## config.mk

```make
export PLATFORM = sky130hd
export DESIGN_NAME = dns_name_label_encoder
export DESIGN_NICKNAME = d
export VERILOG_FILES = /design/src/rtl/dnle_pkg.sv /design/src/rtl/dnle_ram.sv /design/src/rtl/dnle_front.sv /design/src/rtl/dnle_cmd_fifo.sv /design/src/rtl/dnle_back.sv /design/src/rtl/dns_name_label_encoder.sv
export SDC_FILE = /design/constraint.sdc
export NUM_CORES = 1
export LEC_CHECK = 0
export BUFFER_PORTS_ARGS = -buffer_cell sky130_fd_sc_hd__buf_2
export CORE_MARGIN = 10
export CORE_UTILIZATION = 51
export DETAILED_ROUTE_END_ITERATION = 6
export GPL_ROUTABILITY_DRIVEN = 0
export GPL_TIMING_DRIVEN = 0
export PLACE_DENSITY = 0.77
export SLEW_MARGIN = 20
export SYNTH_ARGS = -nofsm -noshare
export SYNTH_HDL_FRONTEND = slang
export SYNTH_HIERARCHICAL = 1
export SYNTH_SLANG_ARGS = --single-unit
```

## constraint.sdc

```tcl
create_clock -name clk_i -period 4.3 [get_ports clk_i]
set_clock_uncertainty 0.2 [all_clocks]
set_input_delay 0.645 -clock clk_i [delete_from_list [all_inputs] [get_ports clk_i]]
set_output_delay 0.645 -clock clk_i [all_outputs]
set_load 0.01 [all_outputs]
```

## src/rtl/dnle_pkg.sv

```systemverilog
// Shared types and constants of the DNS name label encoder.
package dnle_pkg;

  localparam int LEN_W = 6;
  localparam logic [7:0] SEP_RESET = 8'h2E;
  localparam logic REQ_CHAR = 1'b0;
  localparam logic REQ_END  = 1'b1;

  typedef logic [7:0] byte_t;

  typedef struct packed {
    logic [LEN_W-1:0] len;
    logic             ovf;
    logic             is_end;
    logic             bank;
  } cmd_t;

  typedef struct packed {
    logic valid;
    logic bank;
  } rel_t;

  typedef struct packed {
    byte_t data;
    logic  last;
    logic  flag;
  } obyte_t;

endpackage

```

## src/rtl/dnle_ram.sv

```systemverilog
// Generic single write port, single read port RAM with registered read data.
module dnle_ram #(
  parameter int Width = 8,
  parameter int Depth = 128
) (
  input  logic                     clk_i,
  input  logic                     we_i,
  input  logic [$clog2(Depth)-1:0] waddr_i,
  input  logic [Width-1:0]         wdata_i,
  input  logic                     re_i,
  input  logic [$clog2(Depth)-1:0] raddr_i,
  output logic [Width-1:0]         rdata_o
);

  logic [Width-1:0] mem_q [Depth];

  always_ff @(posedge clk_i) begin
    if (we_i) begin
      mem_q[waddr_i] <= wdata_i;
    end
    if (re_i) begin
      rdata_o <= mem_q[raddr_i];
    end
  end

endmodule

```

## src/rtl/dnle_front.sv

```systemverilog
// Front part: accepts input items, stores label characters and issues flush commands.
module dnle_front #(
  parameter int LabelMax = 62
) (
  input  logic                              clk_i,
  input  logic                              rst_ni,
  input  logic                              in_valid_i,
  output logic                              in_stall_o,
  input  logic                              req_type_i,
  input  dnle_pkg::byte_t                   name_char_i,
  input  dnle_pkg::byte_t                   sep_i,
  output logic                              ram_we_o,
  output logic [$clog2(LabelMax+1):0]       ram_waddr_o,
  output dnle_pkg::byte_t                   ram_wdata_o,
  output logic                              cmd_push_o,
  output dnle_pkg::cmd_t                    cmd_o,
  input  logic                              cmd_full_i,
  input  dnle_pkg::rel_t                    rel_i
);
  import dnle_pkg::*;

  localparam int IdxW = $clog2(LabelMax + 1);

  logic [IdxW-1:0] len_q;
  logic            ovf_q;
  logic            bank_q;
  logic [1:0]      busy_q;
  logic            accept;
  logic            is_flush;
  logic            is_char;

  assign in_stall_o = busy_q[bank_q] | cmd_full_i;
  assign accept     = in_valid_i & ~in_stall_o;
  assign is_flush   = (req_type_i == REQ_END) || (name_char_i == sep_i);
  assign is_char    = accept & ~is_flush;

  assign ram_we_o    = is_char && (len_q < IdxW'(LabelMax));
  assign ram_waddr_o = {bank_q, len_q};
  assign ram_wdata_o = name_char_i;

  assign cmd_push_o  = accept & is_flush;
  assign cmd_o.len    = LEN_W'(len_q);
  assign cmd_o.ovf    = ovf_q;
  assign cmd_o.is_end = (req_type_i == REQ_END);
  assign cmd_o.bank   = bank_q;

  always_ff @(posedge clk_i or negedge rst_ni) begin
    if (!rst_ni) begin
      len_q  <= '0;
      ovf_q  <= 1'b0;
      bank_q <= 1'b0;
      busy_q <= '0;
    end else begin
      if (rel_i.valid) begin
        busy_q[rel_i.bank] <= 1'b0;
      end
      if (cmd_push_o) begin
        busy_q[bank_q] <= 1'b1;
        len_q  <= '0;
        ovf_q  <= 1'b0;
        bank_q <= ~bank_q;
      end else if (is_char) begin
        if (len_q < IdxW'(LabelMax)) begin
          len_q <= len_q + IdxW'(1);
        end else begin
          ovf_q <= 1'b1;
        end
      end
    end
  end

endmodule

```

## src/rtl/dnle_cmd_fifo.sv

```systemverilog
// Two-entry queue of flush commands between the front and back parts.
module dnle_cmd_fifo (
  input  logic           clk_i,
  input  logic           rst_ni,
  input  logic           push_i,
  input  dnle_pkg::cmd_t cmd_i,
  output logic           full_o,
  input  logic           pop_i,
  output logic           valid_o,
  output dnle_pkg::cmd_t cmd_o
);
  import dnle_pkg::*;

  cmd_t       ent_q [2];
  logic       wp_q;
  logic       rp_q;
  logic [1:0] cnt_q;

  assign full_o  = (cnt_q == 2'd2);
  assign valid_o = (cnt_q != 2'd0);
  assign cmd_o   = ent_q[rp_q];

  always_ff @(posedge clk_i) begin
    if (push_i) begin
      ent_q[wp_q] <= cmd_i;
    end
  end

  always_ff @(posedge clk_i or negedge rst_ni) begin
    if (!rst_ni) begin
      wp_q  <= 1'b0;
      rp_q  <= 1'b0;
      cnt_q <= '0;
    end else begin
      if (push_i) begin
        wp_q <= ~wp_q;
      end
      if (pop_i) begin
        rp_q <= ~rp_q;
      end
      cnt_q <= cnt_q + 2'(push_i) - 2'(pop_i);
    end
  end

endmodule

```

## src/rtl/dnle_back.sv

```systemverilog
// Back part: turns flush commands into length, character and terminating bytes.
module dnle_back #(
  parameter int LabelMax = 62
) (
  input  logic                        clk_i,
  input  logic                        rst_ni,
  input  logic                        cmd_valid_i,
  input  dnle_pkg::cmd_t              cmd_i,
  output logic                        cmd_pop_o,
  output dnle_pkg::rel_t              rel_o,
  output logic                        ram_re_o,
  output logic [$clog2(LabelMax+1):0] ram_raddr_o,
  input  dnle_pkg::byte_t             ram_rdata_i,
  output logic                        out_valid_o,
  input  logic                        out_stall_i,
  output dnle_pkg::obyte_t            out_o
);
  import dnle_pkg::*;

  localparam int IdxW = $clog2(LabelMax + 1);

  typedef enum logic [1:0] {
    PH_LEN,
    PH_CHAR,
    PH_END
  } phase_e;

  phase_e          phase_q;
  logic [IdxW-1:0] idx_q;
  logic            s1_valid_q;
  logic            s1_ram_q;
  byte_t           s1_lit_q;
  logic            s1_last_q;
  logic            s1_flag_q;

  obyte_t          obuf_q [2];
  logic            owp_q;
  logic            orp_q;
  logic [1:0]      ocnt_q;

  logic            pop;
  logic [2:0]      total;
  logic            issue;
  logic            done;
  logic            last_char;
  obyte_t          push_data;

  assign pop         = out_valid_o & ~out_stall_i;
  assign total       = {1'b0, ocnt_q} + 3'(s1_valid_q) - 3'(pop);
  assign issue       = cmd_valid_i && (total < 3'd2);
  assign last_char   = (LEN_W'(idx_q) + LEN_W'(1)) == cmd_i.len;

  always_comb begin
    done = 1'b0;
    case (phase_q)
      PH_LEN:  done = (cmd_i.len == '0) && !cmd_i.is_end;
      PH_CHAR: done = last_char && !cmd_i.is_end;
      PH_END:  done = 1'b1;
      default: done = 1'b0;
    endcase
  end

  assign cmd_pop_o   = issue & done;
  assign rel_o.valid = cmd_pop_o;
  assign rel_o.bank  = cmd_i.bank;
  assign ram_re_o    = issue && (phase_q == PH_CHAR);
  assign ram_raddr_o = {cmd_i.bank, idx_q};

  assign push_data.data = s1_ram_q ? ram_rdata_i : s1_lit_q;
  assign push_data.last = s1_last_q;
  assign push_data.flag = s1_flag_q;

  assign out_valid_o = (ocnt_q != 2'd0);
  assign out_o       = obuf_q[orp_q];

  always_ff @(posedge clk_i) begin
    if (s1_valid_q) begin
      obuf_q[owp_q] <= push_data;
    end
  end

  always_ff @(posedge clk_i or negedge rst_ni) begin
    if (!rst_ni) begin
      phase_q    <= PH_LEN;
      idx_q      <= '0;
      s1_valid_q <= 1'b0;
      s1_ram_q   <= 1'b0;
      s1_lit_q   <= '0;
      s1_last_q  <= 1'b0;
      s1_flag_q  <= 1'b0;
      owp_q      <= 1'b0;
      orp_q      <= 1'b0;
      ocnt_q     <= '0;
    end else begin
      s1_valid_q <= issue;
      if (s1_valid_q) begin
        owp_q <= ~owp_q;
      end
      if (pop) begin
        orp_q <= ~orp_q;
      end
      ocnt_q <= ocnt_q + 2'(s1_valid_q) - 2'(pop);
      if (issue) begin
        case (phase_q)
          PH_LEN: begin
            s1_ram_q  <= 1'b0;
            s1_lit_q  <= 8'(cmd_i.len);
            s1_last_q <= 1'b0;
            s1_flag_q <= cmd_i.ovf;
            idx_q     <= '0;
            if (cmd_i.len != '0) begin
              phase_q <= PH_CHAR;
            end else if (cmd_i.is_end) begin
              phase_q <= PH_END;
            end
          end
          PH_CHAR: begin
            s1_ram_q  <= 1'b1;
            s1_last_q <= 1'b0;
            s1_flag_q <= cmd_i.ovf;
            idx_q     <= idx_q + IdxW'(1);
            if (last_char) begin
              phase_q <= cmd_i.is_end ? PH_END : PH_LEN;
            end
          end
          PH_END: begin
            s1_ram_q  <= 1'b0;
            s1_lit_q  <= '0;
            s1_last_q <= 1'b1;
            s1_flag_q <= 1'b0;
            phase_q   <= PH_LEN;
          end
          default: begin
            phase_q <= PH_LEN;
          end
        endcase
      end
    end
  end

endmodule

```

## src/rtl/dns_name_label_encoder.sv

```systemverilog
// Top level of the DNS name label encoder.
// A host name enters one character per item and leaves as DNS labels: a length byte, the
// label's characters, and a zero byte marked last after the end-of-name item. A character
// item is accepted and produces nothing; a separator or end-of-name item is also accepted
// and queues a flush of the current label, which the back part sends at one byte per cycle
// unless out_stall_i holds it back (length byte, then each character read from the label
// store, then, for an end-of-name item, the terminating zero). The label store holds two
// banks, so the next label fills while the previous one drains; input stalls when the bank
// it would fill is still being read or two flushes are already queued. Characters past
// LABEL_MAX are dropped and the label's bytes carry label_too_long.
module dns_name_label_encoder #(
  parameter int LABEL_MAX = 62
) (
  input  logic            clk_i,
  input  logic            rst_ni,
  input  logic            in_valid_i,
  output logic            in_stall_o,
  input  logic            req_type_i,
  input  logic [7:0]      name_char_i,
  output logic            out_valid_o,
  input  logic            out_stall_i,
  output logic [7:0]      out_byte_o,
  output logic            is_last_o,
  output logic            label_too_long_o,
  input  logic            cfg_valid_i,
  output logic            cfg_ready_o,
  input  logic [7:0]      separator_char_i
);
  import dnle_pkg::*;

  localparam int IdxW  = $clog2(LABEL_MAX + 1);
  localparam int AddrW = IdxW + 1;
  localparam int Depth = 2 ** AddrW;

  byte_t            sep_q;
  logic             ram_we;
  logic [AddrW-1:0] ram_waddr;
  byte_t            ram_wdata;
  logic             ram_re;
  logic [AddrW-1:0] ram_raddr;
  byte_t            ram_rdata;
  logic             cmd_push;
  cmd_t             cmd_in;
  logic             cmd_full;
  logic             cmd_pop;
  logic             cmd_valid;
  cmd_t             cmd_head;
  rel_t             rel;
  obyte_t           obyte;

  assign cfg_ready_o = 1'b1;

  always_ff @(posedge clk_i or negedge rst_ni) begin
    if (!rst_ni) begin
      sep_q <= SEP_RESET;
    end else if (cfg_valid_i && cfg_ready_o) begin
      sep_q <= separator_char_i;
    end
  end

  dnle_front #(
    .LabelMax(LABEL_MAX)
  ) u_front (
    .clk_i      (clk_i),
    .rst_ni     (rst_ni),
    .in_valid_i (in_valid_i),
    .in_stall_o (in_stall_o),
    .req_type_i (req_type_i),
    .name_char_i(name_char_i),
    .sep_i      (sep_q),
    .ram_we_o   (ram_we),
    .ram_waddr_o(ram_waddr),
    .ram_wdata_o(ram_wdata),
    .cmd_push_o (cmd_push),
    .cmd_o      (cmd_in),
    .cmd_full_i (cmd_full),
    .rel_i      (rel)
  );

  dnle_ram #(
    .Width(8),
    .Depth(Depth)
  ) u_store (
    .clk_i  (clk_i),
    .we_i   (ram_we),
    .waddr_i(ram_waddr),
    .wdata_i(ram_wdata),
    .re_i   (ram_re),
    .raddr_i(ram_raddr),
    .rdata_o(ram_rdata)
  );

  dnle_cmd_fifo u_cmdq (
    .clk_i  (clk_i),
    .rst_ni (rst_ni),
    .push_i (cmd_push),
    .cmd_i  (cmd_in),
    .full_o (cmd_full),
    .pop_i  (cmd_pop),
    .valid_o(cmd_valid),
    .cmd_o  (cmd_head)
  );

  dnle_back #(
    .LabelMax(LABEL_MAX)
  ) u_back (
    .clk_i      (clk_i),
    .rst_ni     (rst_ni),
    .cmd_valid_i(cmd_valid),
    .cmd_i      (cmd_head),
    .cmd_pop_o  (cmd_pop),
    .rel_o      (rel),
    .ram_re_o   (ram_re),
    .ram_raddr_o(ram_raddr),
    .ram_rdata_i(ram_rdata),
    .out_valid_o(out_valid_o),
    .out_stall_i(out_stall_i),
    .out_o      (obyte)
  );

  assign out_byte_o       = obyte.data;
  assign is_last_o        = obyte.last;
  assign label_too_long_o = obyte.flag;

endmodule

```

==> summary.md <==
| Metric | Value |
|---|---|
| Port bufs | `32` |
| Highest clock rate | `approximately 220 MHz` |
| First-pass GRT wire length | `about 150,000 um` |
| CTS tree | `built` |
| Cts bufs inserted | `around 110` |
| Core ar. | `0.0851 sq mm` |
| Mux cell area share after synthesis | `between 10% and 20%` |
| Syn nets | `1,980` |
| Die Y | `~310 um` |
| Initial antenna violation count | `2` |
| PwrDens | `604 mW/mm^2` |
| Iter 0 DRT Violations | `2,622` |
| Clock buffer depth | `3` |
| Critical Path End | `u_store/mem_q[104][3]` |
| Total number of vias | `around 21,000` |
| XOR/XNOR share of the synthesized area | `less than 1%` |
| Setup TNS | `-12.12 ns` |
| Launch point of the worst path | `u_cmdq/cnt_q[1]` |
| Number of synthesized register bits | `about 1,100` |
| Share of layout cells above drive strength 1 | `around 34%` |
| Slack of the critical path | `-0.155 ns` |
| Dominant synthesized flop cell | `edfxtp_1` |
| Max FO, Critical Path | `10` |
| Placed wire-length estimate | `~64,000 um` |
| Worst EP required | `4.40 ns` |
| Hold Slack | `about 0.046 ns` |
| CP most frequent cell | `nor2b_1` |
| Measured slew at the worst slew-check pin | `between 1 and 1.5 ns` |
| Warnings from Yosys | `6` |
| Synthesized instance count | `1,951` |
| Reg-to-reg endpoint | `u_store/mem_q[104][3]` |
| Drt total wl | `approximately 110,000 um` |
| Flop2flop setup slack | `-0.16 ns` |
| Post-DR wirelength/cell | `about 32 um` |
| RSZ-0062 raised after global routing | `true` |
| Die X | `between 300 and 400 um` |
| Register area share after synthesis | `between 70% and 80%` |
| Arrival @ worst endpoint | `4.56 ns` |
| Total grt overflow | `0` |
| Largest stage delay, worst path | `roughly 0.52 ns` |
| Pleak | `15.2 nW` |
| Die footprint | `roughly 0.098 sq mm` |
| Adder-cell share of the synthesized area | `0.217%` |
| Status | `finished with violations` |
| Nets | `~2,100` |
| Max-slew violations | `0` |
| Combinational family with the most area after synthesis | `multiplexers` |
| Final setup violation count | `173` |
| CP Launch Type | `register` |
| Remaining DRCs | `0` |
| Post-Place Setup Slack | `-0.596 ns` |
| Root Buffer | `clkbuf_16` |
| Non-Filler Instances | `approximately 3,300` |
| Clock Latency Late Sink | `approximately 0.7 ns` |
| Worst VDD drop | `~0.00036 V` |
| WHS Path Cells | `2` |
| Finished Core Util | `between 50% and 60%` |
| Hold crit path type | `in2reg` |
| Crit-path cells | `nor2b_1, nor2b_1, o211ai_2, nor2_1, clkbuf_1, nor2b_1, nand2_1, clkbuf_4, nor2_2` |
| Critical path class | `reg2reg` |
| Cells after DPL | `roughly 3,100` |
| IO Pins | `35` |
| P&R area growth vs syn | `12.9%` |
| Synth Area in Compound Gates | `0.614%` |
| Vias in the first global route | `approximately 22,000` |
| Vias per std cell | `roughly 6.4` |
| Cells on worst reg2reg path | `9` |
| Mean Syn Cell Area | `22.4 sq um` |
| R2R Path Start | `u_cmdq/cnt_q[1]` |
| Final Critical Period | `~4.5 ns` |
| Starting Density | `approximately 51%` |
| CTS clock-pin slew for the worst setup and hold paths | `around 0.060 ns` |
| GRT Total Usage | `between 20% and 30%` |
| Final period util | `104%` |
| Synth Area in Simple Gates | `under 10%` |
| Num rows | `~110` |
| H-Tree Depth | `3` |
| CTS sink cnt | `1,114` |
| Drt first pass iters | `6` |
| Netlist cell types | `57` |
| Largest net degree at the start of global routing | `129` |
| Worst path slowest cell | `nand2_1` |
| Max-cap check violation count | `0` |
| CP Capture Type | `register` |
| Max-slew headroom | `a little under a fifth` |
| Final Hold Viols | `0` |
| Asr flop ratio synth | `3.95%` |
| Failing checks | `setup timing` |
| Mapped cell area | `between 0.04 and 0.05 sq mm` |
| Post-synth EDFFs | `1,070` |
| Final ANT Viol Nets | `0` |
==> cells in the final DEF, fill, tap and decap left out, drive strengths merged, types with 2 or more instances in the layout <==
master and instances:
clkbuf 180, nand4 7, clkinvlp 3, a22o 4, nor2b 11, and3 2, and4 2, nand3 17
o31ai 2, edfxtp 1070, mux2i 2, bufinv 12, diode 2, a21o 2, a21oi 8, nor4 2
dfrtp 40, nor2 135, mux2 41, dlygate4sd3 8, or3 3, xnor2 12, and2 7, buf 112
or2 2, nor3 11, inv 15, nand4bb 2, mux4 336, o21ai 12, ha 6, a32o 2
nand2 37, clkinv 47, xor2 10, nand3b 8, dfstp 4, a22oi 3, nand2b 3
==> logic make-up (layout without fill, tap and decap cells) <==
family / count (synthesis) / after routing
AO/OA/AOI/OAI: 39 / 39
adder cells (fa/ha/maj): 7 / 7
buffers and inverters: 134 / 377
flip-flops: 1114 / 1114
other: 1 / 3
AND/OR/NAND/NOR: 254 / 254
multiplexers: 379 / 379
XOR/XNOR: 23 / 23
==> worst min-delay path by stage <==
stage,start,to,slack [ns]
final,separator_char_i[5],sep_q[5],0.05
after global routing,separator_char_i[5],sep_q[5],0.04
after CTS,separator_char_i[5],sep_q[5],0.04
after detailed placement,u_back/s1_lit_q[0],u_back/s1_lit_q[0],0.26
after global placement,u_back/s1_lit_q[1],u_back/s1_lit_q[1],0.26
after floorplan,rst_ni,sep_q[0],0.15
==> report_power, final <==
group / internal, mW / switching [mW]
logic: 3.67 / 4.52
registers: 12.2 / 0.170
clock network: 5.32 / 3.99
total: 21.2 / 8.67
==> Yosys cell counts (3+ instances only) <==
master	n	area, sq um
inv_1	11	41.3
dfrtp_1	40	1000
nand2_1	37	139
nor2_1	135	507
and2_1	7	43.8
clkbuf_1	50	188
o21ai_0	5	25.0
nand2b_1	3	18.8
buf_2	16	80.1
xor2_1	10	87.6
nor3_1	11	55.1
buf_1	18	67.6
dfstp_2	4	105
nor2b_1	11	68.8
mux2_2	24	270
nand3b_1	8	60.1
buf_6	4	45.0
ha_1	6	75.1
nand4_1	7	43.8
a22o_1	4	35.0
o21ai_1	7	35.0
mux2_4	17	255
or3_1	3	18.8
buf_4	35	263
edfxtp_1	1070	32100
mux4_2	336	7570
a21oi_1	8	40.0
nand3_1	17	85.1
xnor2_1	12	105
==> area by class of cell <==
type | instances | area [sq um]
fill | 5807 | 35700
sequential | 1114 | 33200
multi-input combinational | 703 | 10300
clock buffer | 133 | 2770
tap | 1144 | 1430
clock inverter | 66 | 707
buffer | 123 | 703
timing repair buffer | 44 | 293
inverter | 11 | 41.3
antenna | 2 | 5.00
==> worst max-delay path, delay by kind of cell, from the launching register on <==
family	cells	cell delay (ns)
simple gates	6	2.38
buf+inv	2	0.82
compound gates	1	0.26
flops	1	0.41
==> timing repair <==
action | in CTS | in global routing
pin swaps | 0 | 0
resized for setup | 61 | 68
setup buffers | 0 | 2
hold endpoints to repair | 47 | 0
setup endpoints to repair | 524 | 654
hold buffers | 8 | 0
==> metrics by stage <==
step | cell area (sq um) | power, mW
2_1_floorplan | 43800 | 17.9
3_3_place_gp | 45400 | 20.4
3_5_place_dp | 45500 | 20.6
4_1_cts | 49200 | 29.9
5_1_grt | 49400 | 30.7
6_report | 49400 | 29.9
==> registers in the layout, summed over array words and instances, names as in the netlist, 2 cells and up <==
name and flops:
u_store/rdata_o 8, u_store/mem_q 1024, u_back/idx_q 6, u_cmdq/ent_q 18, u_front/len_q 6, u_back/ocnt_q 2
u_back/s1_lit_q 6, u_back/obuf_q 20, u_cmdq/cnt_q 2, sep_q 8, u_back/phase_q 2, u_front/busy_q 2
==> layer usage <==
metal / track usage [%] / part of all wire, %
met5: 0 / 0.014
met4: 10.2 / 5.3
met3: 5.29 / 11
met2: 33.3 / 47
met1: 28.7 / 36
Power figures use the tool's default switching activity.
